$ cat src/rtl/bgi_pkg.sv
package bgi_pkg;

  localparam int VAL_W     = 32;
  localparam int INDEX_W   = 12;
  localparam int MODE_W    = 2;
  localparam int PTS_W     = 7;
  localparam int CFG_IDX_W = 2;

  localparam logic [CFG_IDX_W-1:0] CFG_MONEYNESS_POINTS = 2'd0;
  localparam logic [CFG_IDX_W-1:0] CFG_MATURITY_POINTS  = 2'd1;

  typedef enum logic [MODE_W-1:0] {
    MODE_LOAD_MONEYNESS = 2'd0,
    MODE_LOAD_MATURITY  = 2'd1,
    MODE_LOAD_VALUE     = 2'd2,
    MODE_QUERY          = 2'd3
  } mode_t;

  typedef enum logic [2:0] {
    OP_LOAD_M,
    OP_LOAD_T,
    OP_LOAD_V,
    OP_QUERY,
    OP_DROP
  } op_t;

  typedef struct packed {
    op_t                     op;
    logic [INDEX_W-1:0]      index;
    logic signed [VAL_W-1:0] value;
    logic signed [VAL_W-1:0] qm;
    logic signed [VAL_W-1:0] qt;
  } item_t;

  typedef enum logic [3:0] {
    S_IDLE,
    S_END0,
    S_END1,
    S_SRD,
    S_SCMP,
    S_BRD0,
    S_BRD1,
    S_VRD,
    S_LSTART,
    S_LWAIT,
    S_OUT
  } back_state_t;

  typedef enum logic [1:0] {
    L_IDLE,
    L_DIV,
    L_MUL,
    L_ADD
  } lerp_state_t;

endpackage

$ cat src/rtl/bgi_if.sv
interface bgi_in_if;
  import bgi_pkg::*;
  logic                     valid;
  logic                     ready;
  logic [MODE_W-1:0]        mode;
  logic [INDEX_W-1:0]       index;
  logic signed [VAL_W-1:0]  load_value;
  logic signed [VAL_W-1:0]  query_moneyness;
  logic signed [VAL_W-1:0]  query_maturity;
  modport source (output valid, mode, index, load_value, query_moneyness, query_maturity,
                  input ready);
  modport sink (input valid, mode, index, load_value, query_moneyness, query_maturity,
                output ready);
endinterface


$ cat src/rtl/bgi_front.sv
module bgi_front #(
  parameter int MAX_MONEYNESS_POINTS = 64,
  parameter int MAX_MATURITY_POINTS  = 64
) (
  input  logic           clk,
  input  logic           rst_n,
  bgi_in_if.sink         in_ch,
  output bgi_pkg::item_t item,
  output logic           item_valid,
  input  logic           item_pop
);
  import bgi_pkg::*;

  item_t      q_r [2];
  logic       wp_r, rp_r;
  logic [1:0] cnt_r;
  op_t        op;
  logic       push;

  always_comb begin
    case (mode_t'(in_ch.mode))
      MODE_LOAD_MONEYNESS: op = (int'(in_ch.index) < MAX_MONEYNESS_POINTS) ? OP_LOAD_M : OP_DROP;
      MODE_LOAD_MATURITY:  op = (int'(in_ch.index) < MAX_MATURITY_POINTS) ? OP_LOAD_T : OP_DROP;
      MODE_LOAD_VALUE:     op = (int'(in_ch.index) < MAX_MONEYNESS_POINTS * MAX_MATURITY_POINTS)
                                ? OP_LOAD_V : OP_DROP;
      MODE_QUERY:          op = OP_QUERY;
      default:             op = OP_DROP;
    endcase
  end

  assign in_ch.ready = (cnt_r != 2'd2);
  assign push        = in_ch.valid && in_ch.ready && (op != OP_DROP);
  assign item        = q_r[rp_r];
  assign item_valid  = (cnt_r != 2'd0);

  always_ff @(posedge clk) begin
    if (push) begin
      q_r[wp_r].op    <= op;
      q_r[wp_r].index <= in_ch.index;
      q_r[wp_r].value <= in_ch.load_value;
      q_r[wp_r].qm    <= in_ch.query_moneyness;
      q_r[wp_r].qt    <= in_ch.query_maturity;
    end
  end

  always_ff @(posedge clk) begin
    if (!rst_n) begin
      wp_r  <= 1'b0;
      rp_r  <= 1'b0;
      cnt_r <= 2'd0;
    end else begin
      if (push) wp_r <= ~wp_r;
      if (item_pop) rp_r <= ~rp_r;
      cnt_r <= cnt_r + {1'b0, push} - {1'b0, item_pop};
    end
  end

endmodule

$ cat src/flat_wrapper.sv
// flat-port wrapper written by rule: the top's interface ports become plain ports
module bgi_front_flat import bgi_pkg::*;
#(
  parameter int MAX_MONEYNESS_POINTS = 64,
  parameter int MAX_MATURITY_POINTS  = 64
)
  (clk, rst_n, item, item_valid, item_pop, in_ch_valid, in_ch_mode, in_ch_index, in_ch_load_value, in_ch_query_moneyness, in_ch_query_maturity, in_ch_ready);
  bgi_in_if in_ch_i ();
  input  logic clk;
  input  logic rst_n;
  output bgi_pkg::item_t item;
  output logic item_valid;
  input  logic item_pop;
  input wire logic [$bits(in_ch_i.valid)-1:0] in_ch_valid;
  input wire logic [$bits(in_ch_i.mode)-1:0] in_ch_mode;
  input wire logic [$bits(in_ch_i.index)-1:0] in_ch_index;
  input wire logic [$bits(in_ch_i.load_value)-1:0] in_ch_load_value;
  input wire logic [$bits(in_ch_i.query_moneyness)-1:0] in_ch_query_moneyness;
  input wire logic [$bits(in_ch_i.query_maturity)-1:0] in_ch_query_maturity;
  output wire logic [$bits(in_ch_i.ready)-1:0] in_ch_ready;
  assign in_ch_i.valid = in_ch_valid;
  assign in_ch_i.mode = in_ch_mode;
  assign in_ch_i.index = in_ch_index;
  assign in_ch_i.load_value = in_ch_load_value;
  assign in_ch_i.query_moneyness = in_ch_query_moneyness;
  assign in_ch_i.query_maturity = in_ch_query_maturity;
  assign in_ch_ready = in_ch_i.ready;
  bgi_front #(.MAX_MONEYNESS_POINTS(MAX_MONEYNESS_POINTS), .MAX_MATURITY_POINTS(MAX_MATURITY_POINTS)) u_core (.clk(clk), .rst_n(rst_n), .in_ch(in_ch_i), .item(item), .item_valid(item_valid), .item_pop(item_pop));
endmodule
$ cat config.mk
export PLATFORM = sky130hd
export DESIGN_NAME = bgi_front_flat
export DESIGN_NICKNAME = d
export VERILOG_FILES = /design/src/rtl/bgi_pkg.sv /design/src/rtl/bgi_if.sv /design/src/rtl/bgi_front.sv /design/src/flat_wrapper.sv
export SDC_FILE = /design/constraint.sdc
export NUM_CORES = 1
export LEC_CHECK = 0
export BUFFER_PORTS_ARGS = -buffer_cell sky130_fd_sc_hd__buf_4
export CORE_ASPECT_RATIO = 0.9
export CORE_MARGIN = 2
export CORE_UTILIZATION = 52
export DETAILED_ROUTE_END_ITERATION = 10
export PLACE_DENSITY = 0.83
export SETUP_SLACK_MARGIN = 0.15
export SLEW_MARGIN = 20
export SYNTH_ARGS = -nofsm -noshare
export SYNTH_HDL_FRONTEND = slang
export SYNTH_SLANG_ARGS = --single-unit
$ cat constraint.sdc
create_clock -name clk -period 5.7 [get_ports clk]
set_input_delay 0.57 -clock clk [delete_from_list [all_inputs] [get_ports clk]]
set_output_delay 0.57 -clock clk [all_outputs]
set_load 0.01 [all_outputs]
==> results of run 1 <==
-- path summary, 6_finish.rpt --
kind	depth (start not counted)	slack, ps	end
max reg2reg	4	3130	u_core.q_r[1][19]
max	3	2480	item[34]
min	1	260	u_core.q_r[0][24]
min reg2reg	2	510	u_core.wp_r
-- cell families (layout without fill, tap and decap cells) --
kind of cell | count (synthesis) | count (layout) | synth area share (%)
and+or+nand+nor | 13 | 13 | 1.01
DFF | 227 | 227 | 81.4
AOI/OAI and AO/OA | 3 | 3 | 0.301
muxes | 112 | 112 | 15.1
adders and majority gates | 2 | 2 | 0.301
buffers and inverters | 15 | 273 | 1.56
xor gates and xnor gates | 3 | 3 | 0.316
-- worst max-delay path, stage by stage, from the launching register on --
cell and delay, ps:
dfxtp_4 910, buf_4 640, mux2_2 420, buf_4 140
-- final cells by class --
type                       instances  area [sq um]  share of cell area [%]
inverter                           2          7.51                  0.0689
sequential                       227          6770                    62.1
tap                              202           253                    2.32
clock inverter                    10          50.0                   0.459
multi-input combinational        133          1430                    13.1
timing repair buffer             230          1750                    16.0
clock buffer                      31           648                    5.95
-- routing by layer --
metal	part of all wire (%)	wire [um]
met3	10	1630
met5	0	0
met2	49	7730
met1	39	6070
met4	1.5	236
-- power breakdown --
group / leakage (nW) / switching, mW / internal [mW]
Clock: 0.339 / 0.565 / 0.797
Sequential: 2.06 / 0.0331 / 1.91
Combinational: 1.60 / 0.176 / 0.229
-- stage by stage --
step	setup WS [ps]	area [sq um]	power (mW)	hold WS (ps)
finish	2480	10900	3.71	260
global route	2320	10900	3.84	239
CTS	2410	10900	3.75	241
detailed placement	2440	10200	2.38	487
global placement	2510	10200	2.36	463
floorplan	1530	8320	2.17	447
-- synth_stat cells --
cell type,count
nor4_2,1
buf_6,9
o2111a_2,1
a21oi_1,1
inv_1,2
mux2i_1,1
buf_4,1
nor2_1,1
nand2b_1,2
o21bai_1,1
and2_1,5
mux2_2,111
nor2b_1,1
dfxtp_1,5
edfxtp_1,222
nand2_1,1
xor2_1,1
xnor2_1,2
buf_2,2
and2b_1,1
ha_1,2
clkbuf_1,1
or2_2,1
-- flip-flops by register name (all words and copies together) (netlist names), named ones only --
register / cells
u_core.q_r: 222
u_core.cnt_r: 2
u_core.rp_r: 1
u_core.wp_r: 1
==> impl_metrics.csv, run 1 <==
group,metric,value,unit
critical_path,r2r_start,"u_core.cnt_r[0]",
floorplan,rows,43,
sta,period_minus_slack,3220,ps
floorplan,die_h,124,um
finish,drive_above_1_share,59.6,%
place,numPortBuffers,226,
grt,grt_pass1_vias,4426,
floorplan,start_util,53.5,%
finish,layout_common_cells,"229 x buf_4, 222 x edfxtp_1, 111 x mux2_2",
min_path,hp-class,"primary input to flip-flop",
synthesis,avgSynthCellArea,22.2,sq um
finish,fin_nets,734,
sta,hold_viol,0,
detailed_routing,avgRoutedWirePerCell,18.8,um
sta,max-slew-margin-rel,40.5,%
clock_tree,clk-insertion-delay-late,490,ps
synthesis,ys_top_cells_by_area,"edfxtp_1 80%, mux2_2 15%, buf_6 1.2%",
grt,met2_usage,30.1,%
sta,fin_crit_sh,56.4,%
pwr,p_leak,4.01,nW
grt,grt_use_met3,5.62,%
clock_tree,ctsResizeCount,0,
grt,busiest_layer,"met2",
sta,final_max_slew_viol_count,0,
clock_tree,cts.sinks,227,
flow_run,cap_violations,0,
critical_path,worstPathArrival,2650,ps
place,dpl.hpwl,10.4,mm
synthesis,ys.warnings.count,0,
place,routabilityCongestion,0.719,
clock_tree,cts_made_buffers,24,
sta,finalSetupViolCount,0,
clock_tree,cts_max_path_buffers,3,
clock_tree,cts_htree_levels,1,
sta,rsz0062_at_grt,"false",
sta,fin_setup_tns,0,ps
synthesis,synth-seq-area-share,81.4,%
critical_path,cp-start-kind,"flip-flop",
critical_path,cp_max_fo,65,
finish,post-route-util,70.1,%
critical_path,worst_setup_path_end_kind,"primary output",
pwr,power.density,340,mW/mm^2
finish,area_growth,31.1,%
clock_tree,postCtsHoldBufs,0,
grt,grt_antenna_before_repair,0,
critical_path,worstPathRequired,5130,ps
grt,grt_pass1_wl,22.6,mm
synthesis,synth_nets,491,
finish,n_antenna_cell,0,
synthesis,synth_area,0.00832,sq mm
sta,max_freq,311,MHz
detailed_routing,route.detailed.drc,0,
grt,grt_usage,17.6,%
clock_tree,cts_root_buf,"clkbuf_16",
clock_tree,path_clk_slew,60,ps
critical_path,worstSetupPathType,"flip-flop to primary output",
synthesis,synth_top_cell_area_share,80.2,%
finish,layout.cells.non_filler,835,
floorplan,die_w,137,um
sta,fin_skew,10.8,ps
pwr,vdd_drop_max,0.000259,V
synthesis,ys_ff_latch,227,
outcome,status,"finished clean",
floorplan,dieArea,0.0170,sq mm
place,place_inst,793,
floorplan,pin_count,227,
finish,layout_commonest_cell,"buf_4",
synthesis,postSynthCellCount,375,
detailed_routing,ant_nets,0,
grt,grt.overflow.total,0,
grt,grtUsageMet1,22.0,%
clock_tree,cts_setup_buffers,0,
finish,fillers,970,
detailed_routing,vias,4282,
detailed_routing,dr.pass1.iters,4,
min_path,min_from,"in_ch_query_maturity[24]",
detailed_routing,wirelength,15.7,mm
floorplan,core_area,0.0155,sq mm
synthesis,synth_top_area_cell,"edfxtp_1",
grt,grt_max_degree,72,
clock_tree,cts_tree,"yes",
detailed_routing,drtIter0Drc,273,
sta,tightest_slew,893,ps
synthesis,synth_cell_type_count,23,
detailed_routing,avgViaCountPerCell,5.13,
(Power assumes the default switching activity.)
==> run 2: changes to the inputs <==
==> constraint.sdc (replaced) <==
create_clock -name clk -period 3.3 [get_ports clk]
set_input_delay 0.33 -clock clk [delete_from_list [all_inputs] [get_ports clk]]
set_output_delay 0.33 -clock clk [all_outputs]
set_load 0.01 [all_outputs]
==> impl_metrics.csv, run 2 (synthesized netlist as in run 1, its figures left out) <==
group,metric,value,unit
sta,rsz0062_at_grt,"false",
critical_path,worst_setup_path_end_kind,"primary output",
finish,fin_nets,733,
floorplan,dieArea,0.0170,sq mm
sta,fin_skew,6.33,ps
place,post_dp_cell_area,0.0102,sq mm
critical_path,r2r_start,"u_core.cnt_r[0]",
floorplan,core_area,0.0155,sq mm
sta,hold_viol,0,
sta,final_max_slew_viol_count,0,
critical_path,crit_chain,"buf_4 > mux2_2 > buf_4",
finish,area_growth,32.4,%
min_path,min_from,"in_ch_query_maturity[24]",
clock_tree,cts_max_path_buffers,3,
grt,grt_pass1_wl,22.7,mm
grt,grt_usage,17.6,%
detailed_routing,drtIter0Drc,231,
clock_tree,cts_setup_buffers,0,
detailed_routing,avgViaCountPerCell,5.14,
finish,layout_commonest_cell,"buf_4",
place,numPortBuffers,226,
critical_path,worstPathArrival,2110,ps
sta,max-slew-margin-rel,56.2,%
critical_path,cp-start-kind,"flip-flop",
sta,fin_crit_sh,74.0,%
clock_tree,cts_tree,"yes",
grt,grt_antenna_before_repair,0,
finish,n_antenna_cell,0,
clock_tree,clk-insertion-delay-late,480,ps
critical_path,worstSetupPathType,"flip-flop to primary output",
detailed_routing,ant_nets,0,
place,dpl.hpwl,10.0,mm
pwr,power,6.72,mW
finish,drive_above_1_share,60.0,%
finish,layout_common_cells,"227 x buf_4, 222 x edfxtp_1, 111 x mux2_2",
critical_path,cp.buffers_inverters,2,
critical_path,critical-path-top-delay-family,"flip-flops",
detailed_routing,route.detailed.drc,0,
detailed_routing,vias,4291,
pwr,p_leak,4.05,nW
clock_tree,postCtsHoldBufs,0,
flow_run,cap_violations,0,
clock_tree,path_clk_slew,60,ps
finish,regMostFlops,"u_core.q_r",
finish,largest_register_ffs,222,
finish,layout.cells.non_filler,835,
detailed_routing,wirelength,15.8,mm
finish,post-route-util,70.8,%
clock_tree,cts_root_buf,"clkbuf_16",
floorplan,die_w,137,um
pwr,power.density,611,mW/mm^2
grt,grt_pass1_vias,4453,
place,pre_cts_ws,1080,ps
detailed_routing,dr.pass1.iters,5,
outcome,status,"finished clean",
sta,finalSetupViolCount,0,
clock_tree,cts_htree_levels,1,
sta,tightest_slew,657,ps
sta,fin_setup_tns,0,ps
sta,fin_ws,857,ps
floorplan,die_h,124,um
clock_tree,cts_made_buffers,23,
min_path,hp-class,"primary input to flip-flop",
finish,finalInstanceArea,0.0110,sq mm
critical_path,slowest_stage,"dfxtp_4",
sta,period_minus_slack,2440,ps
sta,holdWs,23.2,ps
clock_tree,cts.sinks,227,
floorplan,rows,43,
clock_tree,ctsResizeCount,0,
grt,grt.overflow.total,0,
sta,max_freq,409,MHz
grt,grt_max_degree,112,
critical_path,cp_max_fo,37,
place,routabilityCongestion,0.774,
critical_path,worstPathRequired,2970,ps
pwr,vdd_drop_max,0.000451,V
floorplan,pin_count,227,
critical_path,crit_path_frequent_cell,"buf_4",
detailed_routing,avgRoutedWirePerCell,18.9,um
floorplan,start_util,53.5,%
critical_path,critPathMaxStageDelay,670,ps
place,place_inst,794,
finish,reg_top3,"u_core.q_r (222), u_core.cnt_r (2)",
## run 2: changes by cell type in the layout (fill, tap and decap cells not counted), sizes merged
cell / change
bufinv: +5
clkbuf: -7
clkinv: -1
clkinvlp: +2
inv: +1
## run 2: area by class of cell
type / instances / area, sq um
clock inverters: 17 / 215
inverters: 2 / 7.51
fillers: 945 / 4530
flip-flops and latches: 227 / 6770
repair buffers: 230 / 1760
multi-input cells: 133 / 1430
well taps: 202 / 253
clock buffers: 24 / 579
## run 2: report_power, final
group / internal, mW / switching (mW) / leakage [nW]
sequential: 3.29 / 0.0446 / 2.06
clock: 1.67 / 1.01 / 0.377
combinational: 0.397 / 0.317 / 1.61
total: 5.36 / 1.37 / 4.05
## run 2: worst paths after layout
path / to / slack (ps) / depth (start not counted)
worst max-delay path: item[56] / 860 / 3
worst min-delay path: u_core.q_r[0][24] / 20 / 1
worst max register to register: u_core.q_r[0][12] / 1380 / 4
worst min register to register: u_core.wp_r / 500 / 2
## run 2: layer usage
metal | vias up | part of all wire [%] | global-route usage, %
met3 | 28 | 8.4 | 5.58
met5 | - | 0 | 0
met2 | 184 | 50 | 30.3
met4 | 0 | 2.2 | 4.70
li1 | 1972 | - | -
met1 | 2107 | 39 | 21.8
## run 2: worst reg2reg max path: stages (launching register included)
cell and delay (ps):
dfxtp_1 350, nand2b_1 170, o2111a_2 280, and2b_4 180, buf_12 450
